<file path="src/rtl/oqmm_pkg.sv">
// package for the octo-quad motor mixer
// holds the item and configuration types and the fixed constants, no dependencies
package oqmm_pkg;

	localparam int PULSE_W   = 12;
	localparam int DRIVE_W   = 12;
	localparam int RATIO_W   = 9;
	localparam int OFFSET_W  = 10;
	localparam int CFG_IDX_W = 3;
	localparam int CFG_DAT_W = 12;
	localparam int SCALE_W   = 16;
	localparam int NUM_MOTOR = 8;

	localparam logic [SCALE_W-1:0] SCALE_X_Q16 = 16'd46334;
	localparam logic [PULSE_W-1:0] PULSE_MAX   = 12'd4095;

	typedef enum logic [CFG_IDX_W-1:0] {
		REG_FRAME_IS_X    = 3'd0,
		REG_TOP_RATIO_Q8  = 3'd1,
		REG_PULSE_FLOOR   = 3'd2,
		REG_PULSE_CEILING = 3'd3,
		REG_SPIN_OFFSET   = 3'd4,
		REG_CUT_WHEN_IDLE = 3'd5
	} cfg_reg_t;

	typedef struct packed {
		logic                frame_is_x;
		logic [RATIO_W-1:0]  top_ratio_q8;
		logic [PULSE_W-1:0]  pulse_floor;
		logic [PULSE_W-1:0]  pulse_ceiling;
		logic [OFFSET_W-1:0] spin_offset;
		logic                cut_when_idle;
	} cfg_t;

	typedef struct packed {
		logic                      armed;
		logic signed [DRIVE_W-1:0] roll_drive;
		logic signed [DRIVE_W-1:0] pitch_drive;
		logic signed [DRIVE_W-1:0] yaw_drive;
		logic [PULSE_W-1:0]        throttle_pulse;
		logic signed [DRIVE_W-1:0] throttle_cmd;
		logic signed [DRIVE_W-1:0] throttle_stick;
	} in_item_t;

	typedef struct packed {
		logic [NUM_MOTOR-1:0][PULSE_W-1:0] motor;
		logic                              arm_request;
	} out_item_t;

endpackage

</file>
<file path="src/rtl/oqmm_if.sv">
// channel interfaces for the octo-quad motor mixer: input items, results, register writes
// widths come from oqmm_pkg
interface oqmm_in_if;
	logic                                valid;
	logic                                ready;
	logic                                armed;
	logic signed [oqmm_pkg::DRIVE_W-1:0] roll_drive;
	logic signed [oqmm_pkg::DRIVE_W-1:0] pitch_drive;
	logic signed [oqmm_pkg::DRIVE_W-1:0] yaw_drive;
	logic [oqmm_pkg::PULSE_W-1:0]        throttle_pulse;
	logic signed [oqmm_pkg::DRIVE_W-1:0] throttle_cmd;
	logic signed [oqmm_pkg::DRIVE_W-1:0] throttle_stick;

	modport source (
		output valid, armed, roll_drive, pitch_drive, yaw_drive,
		       throttle_pulse, throttle_cmd, throttle_stick,
		input  ready
	);
	modport sink (
		input  valid, armed, roll_drive, pitch_drive, yaw_drive,
		       throttle_pulse, throttle_cmd, throttle_stick,
		output ready
	);
endinterface

interface oqmm_out_if;
	logic                         valid;
	logic                         ready;
	logic [oqmm_pkg::PULSE_W-1:0] chan1_top_ccw;
	logic [oqmm_pkg::PULSE_W-1:0] chan2_bottom_cw;
	logic [oqmm_pkg::PULSE_W-1:0] chan3_top_ccw;
	logic [oqmm_pkg::PULSE_W-1:0] chan4_bottom_cw;
	logic [oqmm_pkg::PULSE_W-1:0] chan7_top_ccw;
	logic [oqmm_pkg::PULSE_W-1:0] chan8_bottom_cw;
	logic [oqmm_pkg::PULSE_W-1:0] chan10_top_ccw;
	logic [oqmm_pkg::PULSE_W-1:0] chan11_bottom_cw;
	logic                         arm_request;

	modport source (
		output valid, chan1_top_ccw, chan2_bottom_cw, chan3_top_ccw, chan4_bottom_cw,
		       chan7_top_ccw, chan8_bottom_cw, chan10_top_ccw, chan11_bottom_cw,
		       arm_request,
		input  ready
	);
	modport sink (
		input  valid, chan1_top_ccw, chan2_bottom_cw, chan3_top_ccw, chan4_bottom_cw,
		       chan7_top_ccw, chan8_bottom_cw, chan10_top_ccw, chan11_bottom_cw,
		       arm_request,
		output ready
	);
endinterface

interface oqmm_cfg_if;
	logic                           valid;
	logic                           ready;
	logic [oqmm_pkg::CFG_IDX_W-1:0] index;
	logic [oqmm_pkg::CFG_DAT_W-1:0] data;

	modport source (output valid, index, data, input ready);
	modport sink (input valid, index, data, output ready);
endinterface

</file>
<file path="src/rtl/oqmm_datapath.sv">
// three-stage mixing pipeline: multiplies, mix sums, clamp and output register
// uses oqmm_pkg types; configuration comes from the register block in the top level
module oqmm_datapath #(
	parameter int RATIO_FRAC_BITS = 8
) (
	input  logic                clk,
	input  logic                arst_n,
	input  oqmm_pkg::cfg_t      cfg,
	input  logic                in_valid,
	output logic                in_ready,
	input  oqmm_pkg::in_item_t  in_item,
	output logic                out_valid,
	input  logic                out_ready,
	output oqmm_pkg::out_item_t out_item
);
	import oqmm_pkg::*;

	localparam int PROD_W = PULSE_W + RATIO_W;
	localparam int TOP_W  = PROD_W - RATIO_FRAC_BITS;
	localparam int MAG_W  = DRIVE_W;
	localparam int SPROD_W = MAG_W + SCALE_W;
	localparam int SUM_W  = ((TOP_W > 13) ? TOP_W : 13) + 2;
	localparam int LO_W   = PULSE_W + 1;

	// handshake
	logic v_s1, v_s2, v_s3;
	logic adv1, adv2, adv3;

	assign adv3     = !v_s3 || out_ready;
	assign adv2     = !v_s2 || adv3;
	assign adv1     = !v_s1 || adv2;
	assign in_ready = adv1;
	assign out_valid = v_s3;

	always_ff @(posedge clk or negedge arst_n) begin
		if (!arst_n) begin
			v_s1 <= 1'b0;
			v_s2 <= 1'b0;
			v_s3 <= 1'b0;
		end else begin
			if (adv1) v_s1 <= in_valid;
			if (adv2) v_s2 <= v_s1;
			if (adv3) v_s3 <= v_s2;
		end
	end

	// stage 1: products
	logic [MAG_W-1:0]           roll_mag, pitch_mag;
	logic                       idle_s1, arm_req_s1, cmd_pos_s1;
	logic [PULSE_W-1:0]         thr_s1;
	logic signed [DRIVE_W-1:0]  yaw_s1, roll_s1, pitch_s1;
	logic [PROD_W-1:0]          top_prod_s1;
	logic [SPROD_W-1:0]         roll_prod_s1, pitch_prod_s1;
	logic                       roll_neg_s1, pitch_neg_s1;

	assign roll_mag  = in_item.roll_drive[DRIVE_W-1] ?
		MAG_W'(-in_item.roll_drive) : MAG_W'(in_item.roll_drive);
	assign pitch_mag = in_item.pitch_drive[DRIVE_W-1] ?
		MAG_W'(-in_item.pitch_drive) : MAG_W'(in_item.pitch_drive);

	always_ff @(posedge clk) begin
		if (adv1) begin
			idle_s1       <= !in_item.armed ||
				(cfg.cut_when_idle && (in_item.throttle_cmd <= 0));
			arm_req_s1    <= !in_item.armed && (in_item.throttle_stick > 0);
			cmd_pos_s1    <= in_item.throttle_cmd > 0;
			thr_s1        <= in_item.throttle_pulse;
			yaw_s1        <= in_item.yaw_drive;
			roll_s1       <= in_item.roll_drive;
			pitch_s1      <= in_item.pitch_drive;
			top_prod_s1   <= PROD_W'(in_item.throttle_pulse) * PROD_W'(cfg.top_ratio_q8);
			roll_prod_s1  <= SPROD_W'(roll_mag) * SPROD_W'(SCALE_X_Q16);
			pitch_prod_s1 <= SPROD_W'(pitch_mag) * SPROD_W'(SCALE_X_Q16);
			roll_neg_s1   <= in_item.roll_drive[DRIVE_W-1];
			pitch_neg_s1  <= in_item.pitch_drive[DRIVE_W-1];
		end
	end

	// stage 2: mix sums
	logic [TOP_W-1:0]                  top_val;
	logic [MAG_W-1:0]                  roll_sc, pitch_sc;
	logic signed [SUM_W-1:0]           top_e, thr_e, yaw_e, ra, pa;
	logic signed [SUM_W-1:0]           mix [NUM_MOTOR];
	logic signed [SUM_W-1:0]           mix_s2 [NUM_MOTOR];
	logic                              idle_s2, arm_req_s2;
	logic [LO_W-1:0]                   lo_s2;

	assign top_val  = TOP_W'(top_prod_s1 >> RATIO_FRAC_BITS);
	assign roll_sc  = roll_prod_s1[SPROD_W-1:SCALE_W];
	assign pitch_sc = pitch_prod_s1[SPROD_W-1:SCALE_W];
	assign top_e    = $signed(SUM_W'(top_val));
	assign thr_e    = $signed(SUM_W'(thr_s1));
	assign yaw_e    = SUM_W'(yaw_s1);

	always_comb begin
		if (cfg.frame_is_x) begin
			ra = roll_neg_s1  ? -$signed(SUM_W'(roll_sc))  : $signed(SUM_W'(roll_sc));
			pa = pitch_neg_s1 ? -$signed(SUM_W'(pitch_sc)) : $signed(SUM_W'(pitch_sc));
			mix[0] = top_e - ra - pa + yaw_e;
			mix[1] = thr_e - ra - pa - yaw_e;
			mix[2] = top_e + ra - pa + yaw_e;
			mix[3] = thr_e + ra - pa - yaw_e;
			mix[4] = top_e + ra + pa + yaw_e;
			mix[5] = thr_e + ra + pa - yaw_e;
			mix[6] = top_e - ra + pa + yaw_e;
			mix[7] = thr_e - ra + pa - yaw_e;
		end else begin
			ra = SUM_W'(roll_s1);
			pa = SUM_W'(pitch_s1);
			mix[0] = top_e + ra + yaw_e;
			mix[1] = thr_e + ra - yaw_e;
			mix[2] = top_e - pa + yaw_e;
			mix[3] = thr_e - pa - yaw_e;
			mix[4] = top_e - ra + yaw_e;
			mix[5] = thr_e - ra - yaw_e;
			mix[6] = top_e + pa + yaw_e;
			mix[7] = thr_e + pa - yaw_e;
		end
	end

	always_ff @(posedge clk) begin
		if (adv2) begin
			mix_s2     <= mix;
			idle_s2    <= idle_s1;
			arm_req_s2 <= arm_req_s1;
			lo_s2      <= LO_W'(cfg.pulse_floor) +
				(cmd_pos_s1 ? LO_W'(cfg.spin_offset) : LO_W'(0));
		end
	end

	// stage 3: clamp into the output register
	function automatic logic [PULSE_W-1:0] clamp_motor(
		input logic signed [SUM_W-1:0] v,
		input logic [LO_W-1:0]         lo,
		input logic [PULSE_W-1:0]      hi
	);
		logic signed [SUM_W-1:0] t;
		t = v;
		if (t > $signed(SUM_W'(hi))) t = $signed(SUM_W'(hi));
		if (t < $signed(SUM_W'(lo))) t = $signed(SUM_W'(lo));
		if (t < 0) t = '0;
		if (t > $signed(SUM_W'(PULSE_MAX))) t = $signed(SUM_W'(PULSE_MAX));
		return PULSE_W'(t);
	endfunction

	logic [NUM_MOTOR-1:0][PULSE_W-1:0] motor_nx;

	always_comb begin
		for (int k = 0; k < NUM_MOTOR; k++) begin
			motor_nx[k] = idle_s2 ? cfg.pulse_floor :
				clamp_motor(mix_s2[k], lo_s2, cfg.pulse_ceiling);
		end
	end

	always_ff @(posedge clk) begin
		if (adv3) begin
			out_item.motor       <= motor_nx;
			out_item.arm_request <= arm_req_s2;
		end
	end

endmodule

</file>
<file path="src/rtl/octa_quad_motor_mixer.sv">
// top level of the coaxial octo-quad motor mixer: register block and channel wiring
// depends on oqmm_pkg, oqmm_if and oqmm_datapath
//
//  channel     dir   transaction
//  upstream    in    one input item (armed, drives, throttle fields)
//  downstream  out   one result item (eight motor pulses, arm_request)
//  cfg         in    one register write (index, data), always ready
//
// three register stages (multiply / mix / clamp); the result is valid once the input item
// has passed all three; one item per cycle sustained while downstream does not stall
// arst_n clears the stage valid bits and loads the register reset values
// a downstream stall holds only full stages; upstream ready falls only when all are full
module octa_quad_motor_mixer #(
	parameter int RATIO_FRAC_BITS = 8
) (
	input  logic       clk,
	input  logic       arst_n,
	oqmm_in_if.sink    upstream,
	oqmm_out_if.source downstream,
	oqmm_cfg_if.sink   cfg
);
	import oqmm_pkg::*;

	cfg_t      cfg_q;
	in_item_t  in_item;
	out_item_t out_item;

	assign cfg.ready = 1'b1;

	always_ff @(posedge clk or negedge arst_n) begin
		if (!arst_n) begin
			cfg_q.frame_is_x    <= 1'b1;
			cfg_q.top_ratio_q8  <= 9'd256;
			cfg_q.pulse_floor   <= 12'd1100;
			cfg_q.pulse_ceiling <= 12'd1900;
			cfg_q.spin_offset   <= 10'd130;
			cfg_q.cut_when_idle <= 1'b1;
		end else if (cfg.valid) begin
			unique case (cfg.index)
				REG_FRAME_IS_X:    cfg_q.frame_is_x    <= cfg.data[0];
				REG_TOP_RATIO_Q8:  cfg_q.top_ratio_q8  <= cfg.data[RATIO_W-1:0];
				REG_PULSE_FLOOR:   cfg_q.pulse_floor   <= cfg.data[PULSE_W-1:0];
				REG_PULSE_CEILING: cfg_q.pulse_ceiling <= cfg.data[PULSE_W-1:0];
				REG_SPIN_OFFSET:   cfg_q.spin_offset   <= cfg.data[OFFSET_W-1:0];
				REG_CUT_WHEN_IDLE: cfg_q.cut_when_idle <= cfg.data[0];
				default: ;
			endcase
		end
	end

	assign in_item.armed          = upstream.armed;
	assign in_item.roll_drive     = upstream.roll_drive;
	assign in_item.pitch_drive    = upstream.pitch_drive;
	assign in_item.yaw_drive      = upstream.yaw_drive;
	assign in_item.throttle_pulse = upstream.throttle_pulse;
	assign in_item.throttle_cmd   = upstream.throttle_cmd;
	assign in_item.throttle_stick = upstream.throttle_stick;

	oqmm_datapath #(
		.RATIO_FRAC_BITS(RATIO_FRAC_BITS)
	) u_datapath (
		.clk      (clk),
		.arst_n   (arst_n),
		.cfg      (cfg_q),
		.in_valid (upstream.valid),
		.in_ready (upstream.ready),
		.in_item  (in_item),
		.out_valid(downstream.valid),
		.out_ready(downstream.ready),
		.out_item (out_item)
	);

	assign downstream.chan1_top_ccw    = out_item.motor[0];
	assign downstream.chan2_bottom_cw  = out_item.motor[1];
	assign downstream.chan3_top_ccw    = out_item.motor[2];
	assign downstream.chan4_bottom_cw  = out_item.motor[3];
	assign downstream.chan7_top_ccw    = out_item.motor[4];
	assign downstream.chan8_bottom_cw  = out_item.motor[5];
	assign downstream.chan10_top_ccw   = out_item.motor[6];
	assign downstream.chan11_bottom_cw = out_item.motor[7];
	assign downstream.arm_request      = out_item.arm_request;

endmodule
</file>
<file path="src/flat_wrapper.sv">
// flat-port wrapper written by rule: the top's interface ports become plain ports
module octa_quad_motor_mixer_flat import oqmm_pkg::*;
#(
	parameter int RATIO_FRAC_BITS = 8
)
  (clk, arst_n, upstream_valid, upstream_armed, upstream_roll_drive, upstream_pitch_drive, upstream_yaw_drive, upstream_throttle_pulse, upstream_throttle_cmd, upstream_throttle_stick, upstream_ready, downstream_valid, downstream_chan1_top_ccw, downstream_chan2_bottom_cw, downstream_chan3_top_ccw, downstream_chan4_bottom_cw, downstream_chan7_top_ccw, downstream_chan8_bottom_cw, downstream_chan10_top_ccw, downstream_chan11_bottom_cw, downstream_arm_request, downstream_ready, cfg_valid, cfg_index, cfg_data, cfg_ready);
  oqmm_in_if upstream_i ();
  oqmm_out_if downstream_i ();
  oqmm_cfg_if cfg_i ();
  input  logic clk;
  input  logic arst_n;
  input wire logic [$bits(upstream_i.valid)-1:0] upstream_valid;
  input wire logic [$bits(upstream_i.armed)-1:0] upstream_armed;
  input wire logic [$bits(upstream_i.roll_drive)-1:0] upstream_roll_drive;
  input wire logic [$bits(upstream_i.pitch_drive)-1:0] upstream_pitch_drive;
  input wire logic [$bits(upstream_i.yaw_drive)-1:0] upstream_yaw_drive;
  input wire logic [$bits(upstream_i.throttle_pulse)-1:0] upstream_throttle_pulse;
  input wire logic [$bits(upstream_i.throttle_cmd)-1:0] upstream_throttle_cmd;
  input wire logic [$bits(upstream_i.throttle_stick)-1:0] upstream_throttle_stick;
  output wire logic [$bits(upstream_i.ready)-1:0] upstream_ready;
  output wire logic [$bits(downstream_i.valid)-1:0] downstream_valid;
  output wire logic [$bits(downstream_i.chan1_top_ccw)-1:0] downstream_chan1_top_ccw;
  output wire logic [$bits(downstream_i.chan2_bottom_cw)-1:0] downstream_chan2_bottom_cw;
  output wire logic [$bits(downstream_i.chan3_top_ccw)-1:0] downstream_chan3_top_ccw;
  output wire logic [$bits(downstream_i.chan4_bottom_cw)-1:0] downstream_chan4_bottom_cw;
  output wire logic [$bits(downstream_i.chan7_top_ccw)-1:0] downstream_chan7_top_ccw;
  output wire logic [$bits(downstream_i.chan8_bottom_cw)-1:0] downstream_chan8_bottom_cw;
  output wire logic [$bits(downstream_i.chan10_top_ccw)-1:0] downstream_chan10_top_ccw;
  output wire logic [$bits(downstream_i.chan11_bottom_cw)-1:0] downstream_chan11_bottom_cw;
  output wire logic [$bits(downstream_i.arm_request)-1:0] downstream_arm_request;
  input wire logic [$bits(downstream_i.ready)-1:0] downstream_ready;
  input wire logic [$bits(cfg_i.valid)-1:0] cfg_valid;
  input wire logic [$bits(cfg_i.index)-1:0] cfg_index;
  input wire logic [$bits(cfg_i.data)-1:0] cfg_data;
  output wire logic [$bits(cfg_i.ready)-1:0] cfg_ready;
  assign upstream_i.valid = upstream_valid;
  assign upstream_i.armed = upstream_armed;
  assign upstream_i.roll_drive = upstream_roll_drive;
  assign upstream_i.pitch_drive = upstream_pitch_drive;
  assign upstream_i.yaw_drive = upstream_yaw_drive;
  assign upstream_i.throttle_pulse = upstream_throttle_pulse;
  assign upstream_i.throttle_cmd = upstream_throttle_cmd;
  assign upstream_i.throttle_stick = upstream_throttle_stick;
  assign upstream_ready = upstream_i.ready;
  assign downstream_valid = downstream_i.valid;
  assign downstream_chan1_top_ccw = downstream_i.chan1_top_ccw;
  assign downstream_chan2_bottom_cw = downstream_i.chan2_bottom_cw;
  assign downstream_chan3_top_ccw = downstream_i.chan3_top_ccw;
  assign downstream_chan4_bottom_cw = downstream_i.chan4_bottom_cw;
  assign downstream_chan7_top_ccw = downstream_i.chan7_top_ccw;
  assign downstream_chan8_bottom_cw = downstream_i.chan8_bottom_cw;
  assign downstream_chan10_top_ccw = downstream_i.chan10_top_ccw;
  assign downstream_chan11_bottom_cw = downstream_i.chan11_bottom_cw;
  assign downstream_arm_request = downstream_i.arm_request;
  assign downstream_i.ready = downstream_ready;
  assign cfg_i.valid = cfg_valid;
  assign cfg_i.index = cfg_index;
  assign cfg_i.data = cfg_data;
  assign cfg_ready = cfg_i.ready;
  octa_quad_motor_mixer #(.RATIO_FRAC_BITS(RATIO_FRAC_BITS)) u_core (.clk(clk), .arst_n(arst_n), .upstream(upstream_i), .downstream(downstream_i), .cfg(cfg_i));
endmodule
</file>
<file path="config.mk">
export PLATFORM = sky130hd
export DESIGN_NAME = octa_quad_motor_mixer_flat
export DESIGN_NICKNAME = d
export VERILOG_FILES = /design/src/rtl/oqmm_pkg.sv /design/src/rtl/oqmm_if.sv /design/src/rtl/oqmm_datapath.sv /design/src/rtl/octa_quad_motor_mixer.sv /design/src/flat_wrapper.sv
export SDC_FILE = /design/constraint.sdc
export NUM_CORES = 2
export LEC_CHECK = 0
export BUFFER_PORTS_ARGS = -buffer_cell sky130_fd_sc_hd__buf_4
export CAP_MARGIN = 20
export CORE_UTILIZATION = 55
export DETAILED_ROUTE_END_ITERATION = 16
export PLACE_DENSITY = 0.72
export SKIP_CTS_REPAIR_TIMING = 1
export SLEW_MARGIN = 20
export SYNTH_ARGS = -nofsm -noshare
export SYNTH_HDL_FRONTEND = slang
export SYNTH_SLANG_ARGS = --single-unit
</file>
<file path="constraint.sdc">
create_clock -name clk -period 7.15 [get_ports clk]
set_input_delay 0.715 -clock clk [delete_from_list [all_inputs] [get_ports clk]]
set_output_delay 0.715 -clock clk [all_outputs]
set_load 0.05 [all_outputs]
</file>
Word-level counts from Yosys, hierarchy flattened:

Index checks and enable logic that the tools add are counted.

* latch bits: 0
* output and inout port bits: 100
* bits of input ports: 93
* ROM bits: 0
* logic and storage cells: 188
* register bits: 408
* memory bits (writable): 0
* memories kept: 0

* mux-type cells: 46
* shift-type cells: 0
* $lt $le $gt $ge: 35
* bitwise gates (word level): 0
* divide/modulo/power cells: 0
* add/sub/neg operators: 41
* $mul: 3
* reduce and logical (&&, ||, !) cells: 17
* equality and inequality tests: 5

Operators by type and width (number)
* two-way mux 15 bit: 26
* two-way mux 12 bit: 18
* adder 15 x 12 -> 15 bit: 8
* greater-than comparator 15 x 13 -> 1 bit: 8
* greater-than comparator 15 x 13 -> 1 bit, second input constant: 8
* less-than comparator 15 x 1 -> 1 bit, second input constant: 8
* less-than comparator 15 x 14 -> 1 bit: 8
* two-way mux 120 bit: 1
* subtractor 14 x 12 -> 15 bit: 6
* adder 15 bit: 4
* subtractor 15 x 12 -> 15 bit: 4
* subtractor 15 bit: 4
* multiplier 12 x 15 -> 27 bit, second input constant: 2
* adder 14 x 12 -> 15 bit: 2
* negation 12 -> 15 bit: 2
* adder 13 x 12 -> 14 bit: 2
* subtractor 13 x 12 -> 14 bit: 2
* greater-than comparator 12 x 1 -> 1 bit, second input constant: 2
* negation 12 bit: 2
* multiplier 12 x 9 -> 21 bit: 1
* adder 13 x 15 -> 15 bit: 1
* adder 14 x 15 -> 15 bit: 1
* subtractor 13 x 15 -> 15 bit: 1
* subtractor 14 x 15 -> 15 bit: 1
* other kinds (11): 25

Logic depth before layout (Yosys ltp):

* word-level depth: 9
* depth in mapped cells: 27

By module:

Synthesis repeated with hierarchy kept, for this count alone.

* cell total of the unflattened synthesis: 5109
* area, all modules: 48695.5 um2

By module, submodules not included
* oqmm_datapath: cells an instance 5007, sequential area each 9684.3 um2, instances 1, area an instance 46797.4 um2
* octa_quad_motor_mixer: cells an instance 102, sequential area each 1146.1 um2, instances 1, area an instance 1898.1 um2

Worst setup path before layout:

Ideal clock, no wire load.

* kind: in2reg
* start point: input upstream_pitch_drive[1]
* end point: register u_core.u_datapath.pitch_prod_s1[27], data pin
* setup time: 0.261 ns
* slack: 0.066 ns
* path buffers: 0
* arrival time: 6.823 ns
* data required time: 6.889 ns
* stages: 23
* cell sequence: inv_1 > ha_1 > nand2_1 > o31ai_1 > o21ai_0 > xor2_1 > inv_1 > fa_1 > xor2_1 > ha_1 > inv_1 > fa_1 > fa_1 > inv_1 > fa_1 > ha_1 > a211o_1 > o311a_1 > a31o_2 > o41a_1 > a41oi_1 > nor3b_1 > a311o_1

* longest elaborated chain between the ends: 3

Ends and longest elaborated chain
* from (decl): RTL line flat_wrapper.sv:15 `input wire logic [$bits(upstream_i.pitch_drive)-1:0] upstream_pitch_drive;`
* negation 12 bit: RTL line oqmm_datapath.sv:59 `MAG_W'(-in_item.pitch_drive) : MAG_W'(in_item.pitch_drive);`
* two-way mux 12 bit (*): RTL line oqmm_datapath.sv:58 `assign pitch_mag = in_item.pitch_drive[DRIVE_W-1] ?`
* multiplier 12 x 15 -> 27 bit (*): RTL line oqmm_datapath.sv:73 `pitch_prod_s1 <= SPROD_W'(pitch_mag) * SPROD_W'(SCALE_X_Q16);`
* to (signal assigned): RTL line oqmm_datapath.sv:73
* to (decl): RTL line oqmm_datapath.sv:53 `logic [SPROD_W-1:0] roll_prod_s1, pitch_prod_s1;`

Mark *: on every way between the ends. The rest lies on a longest branch, timed or not.
A chain may end at the register's enable or synchronous reset.

Worst setup path in the final report:

* start point: input upstream_pitch_drive[3]
* end point: register u_core.u_datapath.pitch_prod_s1[27], data pin

Same word-level chain as after synthesis.

==> impl_results.md <==
* Status: finished, final reports clean
* Peak Freq at 146.8 MHz
* Max Cap Violations at 0
* Root Driver: clkbuf_16
* Required @ worst endpoint at 7520 ps
* Slowest cell on crit path: or4b_2
* All-Layer GR Usage at 32.91%
* Max Clock Skew at 28.52 ps
* DR pass1 iterations at 5
* Critical Path Sink: u_core.u_datapath.pitch_prod_s1[27]
* Setup-failing EPs final at 0
* Remaining Overflow, GRT at 0
* Setup crit start: upstream_pitch_drive[3]
* Number of cells on the critical path at 21
* Chip Width at 299.1 um
* First-pass GRT wire length at 221,700 um
* Seq/Total Area, Yosys at 22.31%
* Area leader, netlist: edfxtp_1
* Worst Max-Slew Pin Slew at 1205 ps
* Mux contribution to synthesized area at 3.866%
* CP top delay family: adder cells
* Num ports at 193
* H-tree Lvls at 2
* Slew Limit Fails at 0
* Initial Util at 55.70%
* Post-Syn Nets at 6,348
* DR WL/cell at 22.65 um
* Worst rel slew slack at 19.50%
* Final Critical Period at 6811 ps
* TritonCTS Buffers at 43
* Critical Path End Type: register
* Initial antenna violation count at 8
* Crit-path max cell delay at 670 ps
* Die Y at 299.1 um
* Cell repeated most along the worst path: fa_1
* Yosys reg bits at 368
* Syn Area/Cell at 9.474 um2
* Clock Tree Buf Depth at 3
* Post-synthesis xor/xnor area fraction at 5.716%
* DRC at 0
* R2r setup slk at 740 ps
* Post-Place Cells at 6,442
* Setup Crit Path Kind: in2reg
* Clock Sinks at 368
* Synth top cells by count: inv_1 (826), ha_1 (711), fa_1 (420)
* Main combinational cell family by area after synthesis: adder cells
* Synth warnings at 0
* Layout cells sized above 1 at 10.49%
* Min Hold Slack at 116.8 ps
* Synth top area cells: edfxtp_1 (20%), ha_1 (18%), fa_1 (17%)
* Routability cong. at 1.045
* Asr flop ratio synth at 13.04%
* Worst hold path class: in2async
* CTS tree: done
* RR Startpoint: u_core.cfg_q[20]
* Fill cells at 7,482
* Worst-path fanout max at 3
* Synth Area in Adders at 35.64%
* Site row count at 108
* Port bufs at 191
* Worst skew pair latency at 630 ps
* Vias in the first global route at 37,350
* Area delta synth->final at 9.786%
* RSZ-0062 raised after global routing: false
* Antenna Nets Post-Route at 0
* Startpoint types: primary input
* Final period utilization at 95.27%
* Vias at 37,900
* Synth Area in Compound Gates at 13.64%
* Synth Area in Simple Gates at 11.21%
* Post-synth EDFFs at 320
* R2R depth at 21
* Synthesized area at 48,550 um2
* CP Buf/Inv Count at 2
* Share of the synthesized area in the top cell type at 19.79%
* Nets at 6,558
* Largest net degree at the start of global routing at 85
* Total routed wirelength at 147,800 um
* Clock slew seen by the registers of the worst setup and hold paths at 60 ps
* Core area at 87,160 um2
* DP HPWL at 126,500 um
* Netlist cell types at 80
* DP Area at 51,800 um2
* 1st-iter DRT viols at 2,796
* Critical R2R Capture: u_core.u_datapath.out_item[53]
* Final core occ at 61.15%
* Dominant synthesized flop cell: edfxtp_1
* Final Non-Filler Cells at 6,523
* Ordered list of cells on the worst path: buf_4 -> nor2_1 -> nand4b_1 -> or2_2 -> or4b_2 -> fa_1 -> inv_1 -> fa_1 -> fa_1 -> fa_1 -> fa_1 -> ha_1 -> o21ai_0 -> o211ai_1 -> a21o_1 -> o311a_1 -> a31o_2 -> o41a_1 -> a41oi_1 -> nor3b_1 -> a311o_1
* Fin area at 53,300 um2
* Count leader, synth: inv_1
* Critical Path AT at 7180 ps
* Hold Vio Cnt, Final at 0
* Synthesized instance count at 5,124
* Vias per cell at 5.810
* Die area at 89,460 um2
## metrics by stage
step                worst slack [ps]  TNS (ps)
floorplan                      66.45         0
global placement              -150.5    -321.2
detailed placement            -284.2    -835.4
CTS                            342.6         0
global route                   64.60         0
finish                         338.5         0
## final cells by class
| class | instances | area [um2] | area share, % |
|---|---|---|---|
| inverter | 837 | 3142 | 5.895 |
| sequential | 368 | 10830 | 20.33 |
| antenna | 3 | 7.507 | 0.01409 |
| clock inverter | 24 | 309.0 | 0.5799 |
| timing repair buffer | 310 | 2325 | 4.362 |
| multi-input combinational | 3774 | 34080 | 63.95 |
| tap | 1155 | 1445 | 2.711 |
| clock buffer | 52 | 1151 | 2.160 |
## cells by family (layout without fill, tap and decap cells)
logic type / after synthesis / in the layout
fa+ha+maj: 1131 / 1131
other cells: 1 / 4
compound gates: 1029 / 1029
simple gates: 1134 / 1134
flops: 368 / 368
mux: 172 / 172
buf+inv: 982 / 1223
xor+xnor: 307 / 307
## state kept, by name, summed over array words and instances, names as in the netlist
name                             cells
u_core.u_datapath.roll_prod_s1      12
u_core.u_datapath.v_s1               1
u_core.u_datapath.pitch_prod_s1     12
u_core.u_datapath.idle_s2            1
u_core.u_datapath.yaw_s1            12
u_core.u_datapath.lo_s2             13
u_core.u_datapath.thr_s1            12
u_core.cfg_q                        45
u_core.u_datapath.top_prod_s1       13
u_core.u_datapath.mix_s2           120
u_core.u_datapath.cmd_pos_s1         1
u_core.u_datapath.idle_s1            1
u_core.u_datapath.arm_req_s1         1
u_core.u_datapath.out_valid          1
u_core.u_datapath.roll_s1           12
u_core.u_datapath.arm_req_s2         1
u_core.u_datapath.v_s2               1
u_core.u_datapath.pitch_s1          12
u_core.u_datapath.out_item          97
## worst reg2reg max path: stages (launching register included)
cell and delay (ps):
dfstp_2 560, inv_1 160, buf_4 230, ha_1 300, a21o_1 180, a21o_1 160
a2111oi_0 930, nand3_1 620, nand3_1 310, nand2_1 90, ha_1 310, a21oi_1 130
nor2b_1 60, o21ai_0 140, a21boi_0 120, o21ai_0 160, nand3_1 90, a31oi_1 180
ha_1 440, inv_1 400, nand3_1 240, a32o_1 340
## how the worst min path moves through the flow
| stage | end | slack, ps | cells past startpoint |
|---|---|---|---|
| 2_1_floorplan | u_core.u_datapath.arm_req_s2 | 400 | 0 |
| 5_1_grt | u_core.cfg_q[22] | 150 | 1 |
| 4_1_cts | u_core.cfg_q[34] | 120 | 1 |
| 6_report | u_core.cfg_q[22] | 120 | 1 |
| 3_5_place_dp | u_core.u_datapath.out_item[0] | 400 | 0 |
| 3_3_place_gp | u_core.u_datapath.arm_req_s2 | 400 | 0 |
## placed cells by master (no fill, tap or decap), drive strengths merged, types with 15 or more instances in the layout
| master | count |
|---|---|
| inv | 832 |
| ha | 711 |
| fa | 420 |
| nand2 | 348 |
| edfxtp | 320 |
| buf | 310 |
| a21oi | 307 |
| nor2 | 264 |
| o21ai | 210 |
| xnor2 | 199 |
| mux2 | 124 |
| nor2b | 114 |
| xor2 | 103 |
| a21o | 101 |
| nand3 | 90 |
| nor3 | 78 |
| o211ai | 61 |
| clkbuf | 52 |
| and2 | 48 |
| mux2i | 48 |
| nand2b | 48 |
| o21a | 45 |
| o31ai | 45 |
| a211o | 40 |
| a211oi | 34 |
| or3 | 34 |
| dfrtp | 32 |
| nand4 | 28 |
| a31oi | 28 |
| o21bai | 25 |
| a21boi | 23 |
| clkinv | 20 |
| and3 | 17 |
| dfstp | 16 |
| o41ai | 15 |
## per-layer routing
layer / vias to the layer above / wire, um / global-route usage [%]
met3: 385 / 9382 / 3.696
li1: 17820 / - / -
met5: - / 39 / 0
met4: 6 / 9810 / 18.70
met2: 1382 / 69540 / 55.28
met1: 18310 / 58980 / 41.27
Power is not shown: default switching activity piles up to over one toggle a cycle in this logic, so the estimate is an artifact.
